## config.mk

```make
export PLATFORM = sky130hd
export DESIGN_NAME = sum_checked_frame_deframer_top
export DESIGN_NICKNAME = d
export VERILOG_FILES = /design/src/design/scfd_pkg.sv /design/src/design/scfd_front.sv /design/src/design/scfd_queue.sv /design/src/design/scfd_back.sv /design/src/design/sum_checked_frame_deframer_top.sv
export VERILOG_INCLUDE_DIRS = /design/src /design/src/design
export SDC_FILE = /design/constraint.sdc
export NUM_CORES = 1
export LEC_CHECK = 0
export ABC_CLOCK_PERIOD_IN_PS = 9800
export BUFFER_PORTS_ARGS = -buffer_cell sky130_fd_sc_hd__buf_2
export CAP_MARGIN = 0
export CELL_PAD_IN_SITES_DETAIL_PLACEMENT = 1
export CELL_PAD_IN_SITES_GLOBAL_PLACEMENT = 1
export CORE_ASPECT_RATIO = 0.8
export CORE_MARGIN = 10
export CORE_UTILIZATION = 30
export CTS_CLUSTER_SIZE = 12
export DETAILED_ROUTE_END_ITERATION = 6
export PLACE_DENSITY = 0.59
export SYNTH_ARGS = -nofsm -noshare
export SYNTH_HDL_FRONTEND = slang
export SYNTH_SLANG_ARGS = --single-unit
```

## constraint.sdc

```tcl
create_clock -name clk -period 9.8 [get_ports clk]
set_clock_uncertainty 0.1 [all_clocks]
set_input_delay 0.98 -clock clk [delete_from_list [all_inputs] [get_ports clk]]
set_output_delay 0.98 -clock clk [all_outputs]
set_load 0.005 [all_outputs]
```

## src/design/sum_checked_frame_deframer_top_assert.svh

```systemverilog
// ----------------------------------------------------------------------------
// Assertion macros for the sum-checked frame deframer
// Shared wrappers around concurrent assertions clocked on clk, reset on rst_n.
// ----------------------------------------------------------------------------
`ifndef SUM_CHECKED_FRAME_DEFRAMER_TOP_ASSERT_SVH
`define SUM_CHECKED_FRAME_DEFRAMER_TOP_ASSERT_SVH

// Condition must never be true while out of reset.
`define SCFD_ASSERT_NEVER(label, cond, msg) \
    label: assert property (@(posedge clk) disable iff (!rst_n) !(cond)) \
        else $error(msg);

// Antecedent true implies consequent in the same cycle.
`define SCFD_ASSERT_NOW(label, ante, cons, msg) \
    label: assert property (@(posedge clk) disable iff (!rst_n) (ante) |-> (cons)) \
        else $error(msg);

// Antecedent true implies consequent in the next cycle.
`define SCFD_ASSERT_NEXT(label, ante, cons, msg) \
    label: assert property (@(posedge clk) disable iff (!rst_n) (ante) |=> (cons)) \
        else $error(msg);

`endif

```

## src/design/scfd_pkg.sv

```systemverilog
// ----------------------------------------------------------------------------
// scfd_pkg
// Types and constants shared by the frame deframer modules.
// ----------------------------------------------------------------------------
package scfd_pkg;

    // Byte counter width (saturating)
    localparam int COUNT_WIDTH = 17;

    // Header layout and byte positions
    localparam logic [COUNT_WIDTH-1:0] HEADER_BYTES = COUNT_WIDTH'(8);
    localparam logic [COUNT_WIDTH-1:0] SUM_SKIP_LO  = COUNT_WIDTH'(6);
    localparam logic [COUNT_WIDTH-1:0] SUM_SKIP_HI  = COUNT_WIDTH'(7);
    localparam logic [COUNT_WIDTH-1:0] WORD_FIRST   = COUNT_WIDTH'(8);
    localparam int HDR_LANES  = 8;
    localparam int WORD_LANES = 4;
    localparam logic [COUNT_WIDTH-1:0] COUNT_MAX = {COUNT_WIDTH{1'b1}};

    // Frame queue geometry
    localparam int QDEPTH = 2;
    localparam int QPTR_W = $clog2(QDEPTH);
    localparam int QCNT_W = $clog2(QDEPTH + 1);

    // Configuration register indexes
    localparam int CFG_INDEX_W = 1;
    localparam logic [CFG_INDEX_W-1:0] REG_VERSION_OPCODE  = 1'b0;
    localparam logic [CFG_INDEX_W-1:0] REG_GRADIENT_OPCODE = 1'b1;

    // Result status codes
    typedef enum logic [2:0] {
        ST_VERSION  = 3'd0,
        ST_GRADIENT = 3'd1,
        ST_OTHER    = 3'd2,
        ST_SHORT    = 3'd3,
        ST_LEN_OVER = 3'd4,
        ST_SUM_BAD  = 3'd5
    } status_t;

    // Completed frame as handed from front to back
    typedef struct packed {
        logic [63:0]            hdr;
        logic [15:0]            sum;
        logic [31:0]            word;
        logic [COUNT_WIDTH-1:0] count;
    } frame_rec_t;

endpackage

```

## src/design/scfd_front.sv

```systemverilog
// ----------------------------------------------------------------------------
// scfd_front
// Byte intake: counts bytes, captures header and payload word, keeps the
// running sum, and pushes a frame record on the last byte.
// ----------------------------------------------------------------------------
`include "sum_checked_frame_deframer_top_assert.svh"

module scfd_front
    import scfd_pkg::*;
(
    input  logic        clk,
    input  logic        rst_n,
    input  logic        in_valid,
    output logic        in_ready,
    input  logic [7:0]  in_byte,
    input  logic        in_last,
    input  logic        q_full,
    output logic        q_push,
    output frame_rec_t  q_rec
);

    logic [COUNT_WIDTH-1:0] count_reg, count_next;
    logic [63:0]            hdr_reg, hdr_next;
    logic [15:0]            sum_reg, sum_next;
    logic [31:0]            word_reg, word_next;
    logic                   acc;

    // Stall only when the frame queue has no room
    assign in_ready = !q_full;
    assign acc      = in_valid && in_ready;

    // Frame state after this byte
    always_comb
    begin
        hdr_next  = hdr_reg;
        word_next = word_reg;
        sum_next  = sum_reg;
        for (int i = 0; i < HDR_LANES; i++)
        begin
            if (count_reg == COUNT_WIDTH'(i))
                hdr_next[8*i +: 8] = in_byte;
        end
        for (int j = 0; j < WORD_LANES; j++)
        begin
            if (count_reg == WORD_FIRST + COUNT_WIDTH'(j))
                word_next[8*j +: 8] = in_byte;
        end
        if (count_reg != SUM_SKIP_LO && count_reg != SUM_SKIP_HI)
            sum_next = sum_reg + {8'd0, in_byte};
        count_next = (count_reg == COUNT_MAX) ? count_reg : count_reg + 1'b1;
    end

    // Record goes out on the last byte
    assign q_push      = acc && in_last;
    assign q_rec.hdr   = hdr_next;
    assign q_rec.sum   = sum_next;
    assign q_rec.word  = word_next;
    assign q_rec.count = count_next;

    // Frame registers, cleared after each frame
    always_ff @(posedge clk or negedge rst_n)
    begin
        if (!rst_n)
        begin
            count_reg <= '0;
            hdr_reg   <= '0;
            sum_reg   <= '0;
            word_reg  <= '0;
        end
        else if (acc)
        begin
            if (in_last)
            begin
                count_reg <= '0;
                hdr_reg   <= '0;
                sum_reg   <= '0;
                word_reg  <= '0;
            end
            else
            begin
                count_reg <= count_next;
                hdr_reg   <= hdr_next;
                sum_reg   <= sum_next;
                word_reg  <= word_next;
            end
        end
    end

    `SCFD_ASSERT_NEXT(a_clear_after_last, acc && in_last, count_reg == '0, "count not cleared")
    `SCFD_ASSERT_NEXT(a_count_step, acc && !in_last && count_reg != COUNT_MAX,
                      count_reg == $past(count_reg) + 1'b1, "count did not advance")

endmodule

```

## src/design/scfd_queue.sv

```systemverilog
// ----------------------------------------------------------------------------
// scfd_queue
// Short FIFO of completed frame records between intake and classification.
// ----------------------------------------------------------------------------
`include "sum_checked_frame_deframer_top_assert.svh"

module scfd_queue
    import scfd_pkg::*;
(
    input  logic       clk,
    input  logic       rst_n,
    input  logic       push,
    input  frame_rec_t push_rec,
    input  logic       pop,
    output frame_rec_t head_rec,
    output logic       full,
    output logic       empty
);

    frame_rec_t              mem_reg [QDEPTH];
    logic [QPTR_W-1:0]       wr_ptr_reg;
    logic [QPTR_W-1:0]       rd_ptr_reg;
    logic [QCNT_W-1:0]       cnt_reg;

    assign full     = (cnt_reg == QCNT_W'(QDEPTH));
    assign empty    = (cnt_reg == '0);
    assign head_rec = mem_reg[rd_ptr_reg];

    // Entry storage
    always_ff @(posedge clk)
    begin
        if (push)
            mem_reg[wr_ptr_reg] <= push_rec;
    end

    // Pointers and fill count
    always_ff @(posedge clk or negedge rst_n)
    begin
        if (!rst_n)
        begin
            wr_ptr_reg <= '0;
            rd_ptr_reg <= '0;
            cnt_reg    <= '0;
        end
        else
        begin
            if (push)
                wr_ptr_reg <= (wr_ptr_reg == QPTR_W'(QDEPTH - 1)) ? '0 : wr_ptr_reg + 1'b1;
            if (pop)
                rd_ptr_reg <= (rd_ptr_reg == QPTR_W'(QDEPTH - 1)) ? '0 : rd_ptr_reg + 1'b1;
            if (push && !pop)
                cnt_reg <= cnt_reg + 1'b1;
            else if (pop && !push)
                cnt_reg <= cnt_reg - 1'b1;
        end
    end

    `SCFD_ASSERT_NEVER(a_no_overflow, push && full, "push into full queue")
    `SCFD_ASSERT_NEVER(a_no_underflow, pop && empty, "pop from empty queue")

endmodule

```

## src/design/scfd_back.sv

```systemverilog
// ----------------------------------------------------------------------------
// scfd_back
// Classifies the frame at the queue head and holds the result in an output
// register; also holds the two opcode configuration registers.
// ----------------------------------------------------------------------------
`include "sum_checked_frame_deframer_top_assert.svh"

module scfd_back
    import scfd_pkg::*;
(
    input  logic                   clk,
    input  logic                   rst_n,
    input  logic                   cfg_valid,
    input  logic [CFG_INDEX_W-1:0] cfg_index,
    input  logic [15:0]            cfg_data,
    input  logic                   q_empty,
    input  frame_rec_t             q_head,
    output logic                   q_pop,
    output logic                   out_valid,
    input  logic                   out_ready,
    output status_t                out_status,
    output logic [15:0]            out_opcode,
    output logic [15:0]            out_reply_opcode,
    output logic [15:0]            out_payload_length,
    output logic [31:0]            out_payload_word
);

    logic [15:0]            version_opcode_reg;
    logic [15:0]            gradient_opcode_reg;
    logic                   valid_reg;
    status_t                status_reg;
    logic [15:0]            opcode_reg, reply_reg, len_reg;
    logic [31:0]            word_reg;
    status_t                status_next;
    logic [15:0]            op, rop, len, chk;
    logic [COUNT_WIDTH-1:0] need;

    assign op   = q_head.hdr[15:0];
    assign rop  = q_head.hdr[31:16];
    assign len  = q_head.hdr[47:32];
    assign chk  = q_head.hdr[63:48];
    assign need = COUNT_WIDTH'(len) + HEADER_BYTES;

    // Status decision, length checks first
    always_comb
    begin
        priority if (q_head.count < HEADER_BYTES)
            status_next = ST_SHORT;
        else if (need > q_head.count)
            status_next = ST_LEN_OVER;
        else if (chk != q_head.sum)
            status_next = ST_SUM_BAD;
        else if (op == version_opcode_reg)
            status_next = ST_VERSION;
        else if (op == gradient_opcode_reg)
            status_next = ST_GRADIENT;
        else
            status_next = ST_OTHER;
    end

    // Load output register when it is empty or being drained
    assign q_pop = !q_empty && (!valid_reg || out_ready);

    // Config registers
    always_ff @(posedge clk or negedge rst_n)
    begin
        if (!rst_n)
        begin
            version_opcode_reg  <= 16'd1;
            gradient_opcode_reg <= 16'd2;
        end
        else if (cfg_valid)
        begin
            unique case (cfg_index)
                REG_VERSION_OPCODE:  version_opcode_reg  <= cfg_data;
                REG_GRADIENT_OPCODE: gradient_opcode_reg <= cfg_data;
                default:             ;
            endcase
        end
    end

    // Output valid
    always_ff @(posedge clk or negedge rst_n)
    begin
        if (!rst_n)
            valid_reg <= 1'b0;
        else if (q_pop)
            valid_reg <= 1'b1;
        else if (out_ready)
            valid_reg <= 1'b0;
    end

    // Output payload
    always_ff @(posedge clk)
    begin
        if (q_pop)
        begin
            status_reg <= status_next;
            opcode_reg <= op;
            reply_reg  <= rop;
            len_reg    <= len;
            word_reg   <= q_head.word;
        end
    end

    assign out_valid          = valid_reg;
    assign out_status         = status_reg;
    assign out_opcode         = opcode_reg;
    assign out_reply_opcode   = reply_reg;
    assign out_payload_length = len_reg;
    assign out_payload_word   = word_reg;

    `SCFD_ASSERT_NEXT(a_pop_shows, q_pop, out_valid, "popped frame not presented")

endmodule

```

## src/design/sum_checked_frame_deframer_top.sv

```systemverilog
// ----------------------------------------------------------------------------
// sum_checked_frame_deframer_top
// Datagram deframer: header capture, 16-bit byte sum check, status result.
// ----------------------------------------------------------------------------
// Throughput: one byte per cycle; stalls only when the 2-entry frame queue fills.
// Result path: the frame record enters the queue on the edge that accepts the last
//   byte, then is classified into the output register when it is empty or draining.
// Reset: rst_n async low; clears the frame state, queue and output valid,
//   and sets version_opcode = 1, gradient_opcode = 2.
// ----------------------------------------------------------------------------
module sum_checked_frame_deframer_top
    import scfd_pkg::*;
(
    input  logic                   clk,
    input  logic                   rst_n,
    // Byte stream in
    input  logic                   s_tvalid,
    output logic                   s_tready,
    input  logic [7:0]             s_tdata,   // [7:0] rx_byte
    input  logic                   s_tlast,   // end_of_datagram
    // Result stream out
    output logic                   m_tvalid,
    input  logic                   m_tready,
    output logic [79:0]            m_tdata,   // [15:0] opcode, [31:16] reply_opcode,
                                              // [47:32] payload_length, [79:48] payload_word
    output logic [2:0]             m_tuser,   // [2:0] status
    // Configuration writes
    input  logic                   cfg_valid,
    output logic                   cfg_ready,
    input  logic [CFG_INDEX_W-1:0] cfg_index,
    input  logic [15:0]            cfg_data
);

    logic        q_push, q_pop, q_full, q_empty;
    frame_rec_t  q_in_rec, q_head_rec;
    status_t     res_status;
    logic [15:0] res_opcode, res_reply, res_len;
    logic [31:0] res_word;

    assign cfg_ready = 1'b1;

    // Intake
    scfd_front u_front (
        .clk      (clk),
        .rst_n    (rst_n),
        .in_valid (s_tvalid),
        .in_ready (s_tready),
        .in_byte  (s_tdata),
        .in_last  (s_tlast),
        .q_full   (q_full),
        .q_push   (q_push),
        .q_rec    (q_in_rec)
    );

    // Frame queue
    scfd_queue u_queue (
        .clk      (clk),
        .rst_n    (rst_n),
        .push     (q_push),
        .push_rec (q_in_rec),
        .pop      (q_pop),
        .head_rec (q_head_rec),
        .full     (q_full),
        .empty    (q_empty)
    );

    // Classification and output
    scfd_back u_back (
        .clk                (clk),
        .rst_n              (rst_n),
        .cfg_valid          (cfg_valid),
        .cfg_index          (cfg_index),
        .cfg_data           (cfg_data),
        .q_empty            (q_empty),
        .q_head             (q_head_rec),
        .q_pop              (q_pop),
        .out_valid          (m_tvalid),
        .out_ready          (m_tready),
        .out_status         (res_status),
        .out_opcode         (res_opcode),
        .out_reply_opcode   (res_reply),
        .out_payload_length (res_len),
        .out_payload_word   (res_word)
    );

    assign m_tdata = {res_word, res_len, res_reply, res_opcode};
    assign m_tuser = res_status;

endmodule
```

== Word-level counts from Yosys, hierarchy flattened ==
Memories as Yosys holds them, arrays and structs flattened.
Index checks and enable logic that the tools add are counted.
Operators by class
  add/subtract/negate cells: 7
  multiply operators: 0
  div/mod/pow operators: 0
  order comparisons: 2
  equality and inequality tests: 18
  shifts and indexed selects: 0
  mux-type cells: 30
  bitwise logic cells: 1
  reductions and logical operators: 18
Operators by type and width (count)
  2-to-1 mux 8 bit: 12
  == test 17 x 3 -> 1 bit (second input constant): 4
  == test 17 x 4 -> 1 bit (second input constant): 4
  2-to-1 mux 64 bit: 1
  == test 17 x 2 -> 1 bit (second input constant): 2
  2-to-1 mux 17 bit: 2
  != test 17 x 3 -> 1 bit (second input constant): 2
  == test 16 bit: 2
  2-to-1 mux 16 bit: 2
  2-to-1 mux 32 bit: 1
  adder 16 x 4 -> 17 bit (second input constant): 1
  adder 17 x 1 -> 17 bit (second input constant): 1
  == test 17 x 1 -> 1 bit (second input constant): 1
  == test 17 bit (second input constant): 1
  > comparator 17 bit: 1
  logical NOT 17 bit: 1
  less-than comparator 17 x 4 -> 1 bit (second input constant): 1
  adder 16 x 8 -> 16 bit: 1
  != test 16 bit: 1
  2-to-1 mux 3 bit: 3
  logical AND 1 bit: 6
  2-to-1 mux 1 bit: 6
  2-to-1 mux 2 bit: 3
  logical NOT 1 bit: 5
  other kinds (9): 12
Word-level totals
  bits in registers: 249
  latch bits: 0
  bits in writable memories: 258
  ROM bits: 0
  input bits: 31
  output and inout port bits: 86
  logic and storage cells: 92
  memories: 1
Memory list
  u_queue.mem_reg: depth 2, bits a word 129, read ports 1, clocked after Yosys merged registers in 0, write ports 1, line scfd_queue.sv:20  | frame_rec_t mem_reg [QDEPTH];

== Logic depth before layout (Yosys ltp) ==
  depth after elaboration: 8
  mapped depth: 20
  depth with buffers taken out: 14

== Cells and area by module ==
Synthesis repeated with hierarchy kept, for this count alone.
Second synthesis, totals
  cell total of the unflattened synthesis: 1698
  area, all modules: 22760.6 um^2
Modules (own cells, without submodules)
  scfd_queue: instances 1, cells an instance 417, area each 9521.6 um^2, seq. area each 7847.5 um^2
  scfd_front: instances 1, cells an instance 955, area each 8224.1 um^2, seq. area each 3228.1 um^2
  scfd_back: instances 1, cells an instance 324, area each 5003.5 um^2, seq. area each 3320.7 um^2
  sum_checked_frame_deframer_top: instances 1, cells an instance 2, area each 11.3 um^2, seq. area each 0.0 um^2

== Worst setup path before layout ==
Ideal clock, no wire load.
  path kind: input to register
  start: in s_tvalid
  end: mem u_queue.mem_reg[0][0] in the netlist's numbering (enable)
  setup time: 619 ps
  data arrival time: 7100 ps
  data required time: 9081 ps
  path slack: 1981 ps
  stages on the path: 5
  path buffers: 2
  cells stage by stage: and2_1 > buf_2 > clkbuf_1 > nand2_1 > nor2_1
Between the ends
  cells in the longest elaborated chain, start to end: 4
Ends and longest elaborated chain
  start, declared: line sum_checked_frame_deframer_top.sv:17  | input logic s_tvalid,
  logical AND 1 bit: line scfd_front.sv:30  | assign acc = in_valid && in_ready;
  logical AND 1 bit: line scfd_front.sv:54  | assign q_push = acc && in_last;
  2-to-1 mux 1 bit: line scfd_queue.sv:32  | if (push)
  2-to-1 mux 1 bit (implied by the code): line scfd_queue.sv:33  | mem_reg[wr_ptr_reg] <= push_rec;
  end, declared: line scfd_queue.sv:20
No other way between the ends.

== Final worst setup path ==
  start: reg u_queue.rd_ptr_reg
  end: reg u_back.status_reg[2] (netlist: u_back.out_status[2]) (data pin)
Between the ends
  cells in the longest elaborated chain, start to end: 4
  elaborated cells on any way between the ends: 7
  classes of those cells: add/sub (1); order compare (2); eq/ne (1); mux (2); memory (1)
Ends and longest elaborated chain
  start, declared: line scfd_queue.sv:22  | logic [QPTR_W-1:0] rd_ptr_reg;
  start signal, assigned: line scfd_queue.sv:50  | rd_ptr_reg <= (rd_ptr_reg == QPTR_W'(QDEPTH - 1)) ? '0 : rd_ptr_reg + 1'b1;
  memory read (2 x 129 bit) (*)
  adder 16 x 4 -> 17 bit / != test 16 bit (equally long branches): line scfd_back.sv:42, scfd_back.sv:51
  > comparator 17 bit / 2-to-1 mux 3 bit (equally long branches): line scfd_back.sv:49, scfd_back.sv:51
  2-to-1 mux 3 bit: line scfd_back.sv:49  | else if (need > q_head.count)
  end signal, assigned: line scfd_back.sv:98  | status_reg <= status_next;
  end, declared: line scfd_back.sv:31  | status_t status_reg;
Every way passes the cells marked *; elsewhere a longest branch is shown, timed or not.
A chain may end at the register's enable or synchronous reset.

==> qor_table.md <==
| Quantity | Value |
|---|---|
| Result of the run | complete, no violations |
| Maximum level of the CTS H-tree | 2 |
| Global routing usage summed across all routing layers | 13.5% |
| Global-route wire length before repair | 90200 um |
| Worst path required time | 10.02 ns |
| Number of iterations in the first detailed-routing pass | 5 |
| Classification of the worst setup path | flip-flop to flip-flop |
| Total inserted antenna cells | 0 |
| Xor-xnor portion of the synthesized cell area | 4.15% |
| Total nets after synthesis | 1768 |
| Share of the yosys chip area belonging to registers | 64.9% |
| CP max FO | 56 |
| Placer congestion estimate | 0.794 |
| Post-synthesis simple-gate area fraction | 10.8% |
| Startpoint type of the worst setup path | flip-flop |
| Max reg flops | 258 |
| Fraction of final layout cells with drive strength greater than 1 | 19.7% |
| Measured slew at the worst slew-check pin | 1.36 ns |
| Maximum root-to-sink buffer count | 3 |
| Antenna viol nets, final | 0 |
| Share of the clock period used by the worst path | 46.9% |
| Die width | 324 um |
| Filler cell count | 7910 |
| Die area | 85200 um2 |
| Area Overhead vs Synth | 14.3% |
| Clk root buf | clkbuf_16 |
| Most used flip-flop cell after synthesis | edfxtp_1 |
| Worst max-slew margin expressed relative to the limit | 8.05% |
| Average footprint of a synthesized cell | 13.0 um2 |
| Detailed Route WL | 59000 um |
| Number of nets in the final layout | 1855 |
| Async set or reset register ratio after synthesis | 32.7% |
| Clock-pin slew of the registers on the worst-case setup and hold paths | 0.06 ns |
| Pin count of the biggest net entering global routing | 94 |
| Fraction of synthesized area in multiplexers | 8.22% |
| Fin. Hold Viols | 0 |
| Adder and majority cell fraction of the synthesized area | 1.84% |
| Compound-gate portion of the synthesized area | 7.24% |
| Yosys warns | 0 |
| Synth Instances | 1705 |
| Total power per unit cell area | 301 nW/um2 |
| Crit path capture type | flip-flop |
| Synth cell types | 66 |
| Clock Sinks | 507 |
| Placed Cells | 2691 |
| Final Slew Violations | 0 |
| Class of the tightest hold or removal check | flip-flop to flip-flop |
| Shortest clock period the worst path allows after layout | 4.59 ns |
| Initial core utilization | 30.2% |
| Total leakage power | 0.00967 uW |
| Die height | 263 um |
| CP Data Arrival Time | 4.81 ns |
| Remaining DRCs | 0 |
| Number of global-route vias before repair | 14700 |
| Flop and latch count out of synthesis | 507 |
| Average wire per cell in the routed design | 21.1 um |
| Setup slack, reg-to-reg | 5.21 ns |
| Overall power consumption | 7620 uW |
| Non-filler cells, final | 2792 |
| Number of buffers created by CTS | 54 |
| Initial antenna violation count | 0 |
| Port Buffer Count | 115 |
| Post-Synthesis Cell Area | 22200 um2 |
| Detailed placer's ending HPWL | 37900 um |
| Final Setup Violations | 0 |
| Number of post-CTS setup repair buffers | 0 |
| Drt first-iter violations | 970 |
| Resized cells post-CTS | 0 |
| VDD IR-drop max | 0.000139 V |
| Placeable core region | 73500 um2 |
| Via density per instance | 4.98 |
| Number of primary I/O pins | 117 |
| Setup repair after global routing missed its margin | no |
| Largest family of logic cells by synthesized area | simple AND/OR/NAND/NOR gates |
| Multi-input combinational cell area | 7180 um2 |
| Peak Freq | 0.218 GHz |
| Max-cap violations | 0 |
| Number of enable-type register cells in the synthesized netlist | 341 |
| Site Rows | 89 |
| Source-to-sink clock delay at the later pin of the worst-skew pair | 0.63 ns |
| Number of buffers added to fix hold violations after cts | 0 |
| Count of vias placed by the detailed router | 13900 |
| Total gr overflow | 0 |
| Storage element area | 14400 um2 |
| CTS tree | done |
| Setup TNS | 0 ns |
## cells by family after synthesis
logic type | count (synthesis)
xor gates and xnor gates | 105
and+or+nand+nor | 532
muxes | 167
adders and majority gates | 32
AOI/OAI and AO/OA | 224
other | 1
buffers and inverters | 137
DFF | 507
## cell usage in the layout (no fill, tap or decap), drive strengths merged, types with 45 or more instances in the layout
cell type	synthesis	final
nand2	356	356
mux2	121	121
o21ai	60	60
edfxtp	341	341
nor2	45	45
dfrtp	164	164
xnor2	76	76
o221ai	64	64
clkbuf	56	81
mux2i	46	46
buf	43	130
## final cells by class
class / count / share of cell area [%]
tap: 955 / 4.72
clock inverter: 20 / 0.578
multi-input combinational: 1061 / 28.4
clock buffer: 81 / 6.17
inverter: 38 / 0.573
timing repair buffer: 130 / 2.75
sequential: 507 / 56.9
## per-stage QoR
stage          hold WS, ns  cell area, um2  utilization, %  setup slack (ns)
6_report             0.390           25300            34.5              5.21
5_1_grt              0.407           25300            34.5              4.82
4_1_cts              0.390           25300            34.5              5.14
3_5_place_dp         0.373           23600            32.1              5.17
3_3_place_gp         0.367           23600            32.1              5.28
2_1_floorplan        0.356           22200               -              1.98
## synth_stat cells, drive strengths merged, types with 20 or more instances
cell type | n | area, um2
nor3 | 21 | 105
a22oi | 32 | 240
o221ai | 64 | 561
edfxtp | 341 | 10200
buf | 43 | 255
mux2 | 121 | 1360
nand3 | 20 | 130
mux2i | 46 | 460
inv | 38 | 143
xor2 | 29 | 254
nor2 | 45 | 179
ha | 31 | 388
nand2 | 356 | 1360
a21oi | 20 | 100
clkbuf | 56 | 213
o21ai | 60 | 300
dfrtp | 164 | 4100
xnor2 | 76 | 666
## worst paths after layout
| kind | start | to | cells past startpoint |
|---|---|---|---|
| min in group asynchronous | rst_n | u_front.count_reg[12]$_DFFE_PN0P_ | 1 |
| setup / recovery | u_queue.rd_ptr_reg$_DFFE_PN0P_ | u_back.out_status[2]$_SDFFCE_PN0P_ | 13 |
| setup reg to reg | u_queue.rd_ptr_reg$_DFFE_PN0P_ | u_back.out_status[2]$_SDFFCE_PN0P_ | 13 |
| max in group asynchronous | rst_n | u_front.word_reg[31]$_DFFE_PN0P_ | 2 |
| hold / removal | u_front.hdr_reg[2]$_DFFE_PN0P_ | u_front.hdr_reg[2]$_DFFE_PN0P_ | 2 |
| hold reg to reg | u_front.hdr_reg[2]$_DFFE_PN0P_ | u_front.hdr_reg[2]$_DFFE_PN0P_ | 2 |
## critical path, cell delays in order, from the launching register on
cell and delay (ns):
dfrtp_4 0.97, buf_4 0.82, nand3_1 0.14, o21ai_0 0.20, and2_1 0.24, and3_1 0.19
nand2_1 0.09, nor3b_1 0.31, ha_1 0.30, and4_1 0.23, a221oi_1 0.25, o21ai_0 0.12
o21ai_0 0.21, a21oi_1 0.12
## layer usage
metal / global-route usage [%] / part of all wire [%] / up-vias
met1: 19.3 / 48 / 7148
met3: 2.63 / 4.9 / 75
met4: 3.20 / 1.9 / 0
met5: 0 / 0 / -
met2: 20.9 / 45 / 297
li1: - / - / 6371
## where the power goes
| part | total (uW) | internal, uW | switching, uW |
|---|---|---|---|
| Clock | 1970 | 1110 | 861 |
| Combinational | 2150 | 841 | 1310 |
| Sequential | 3500 | 3150 | 348 |
(Power assumes the default switching activity.)
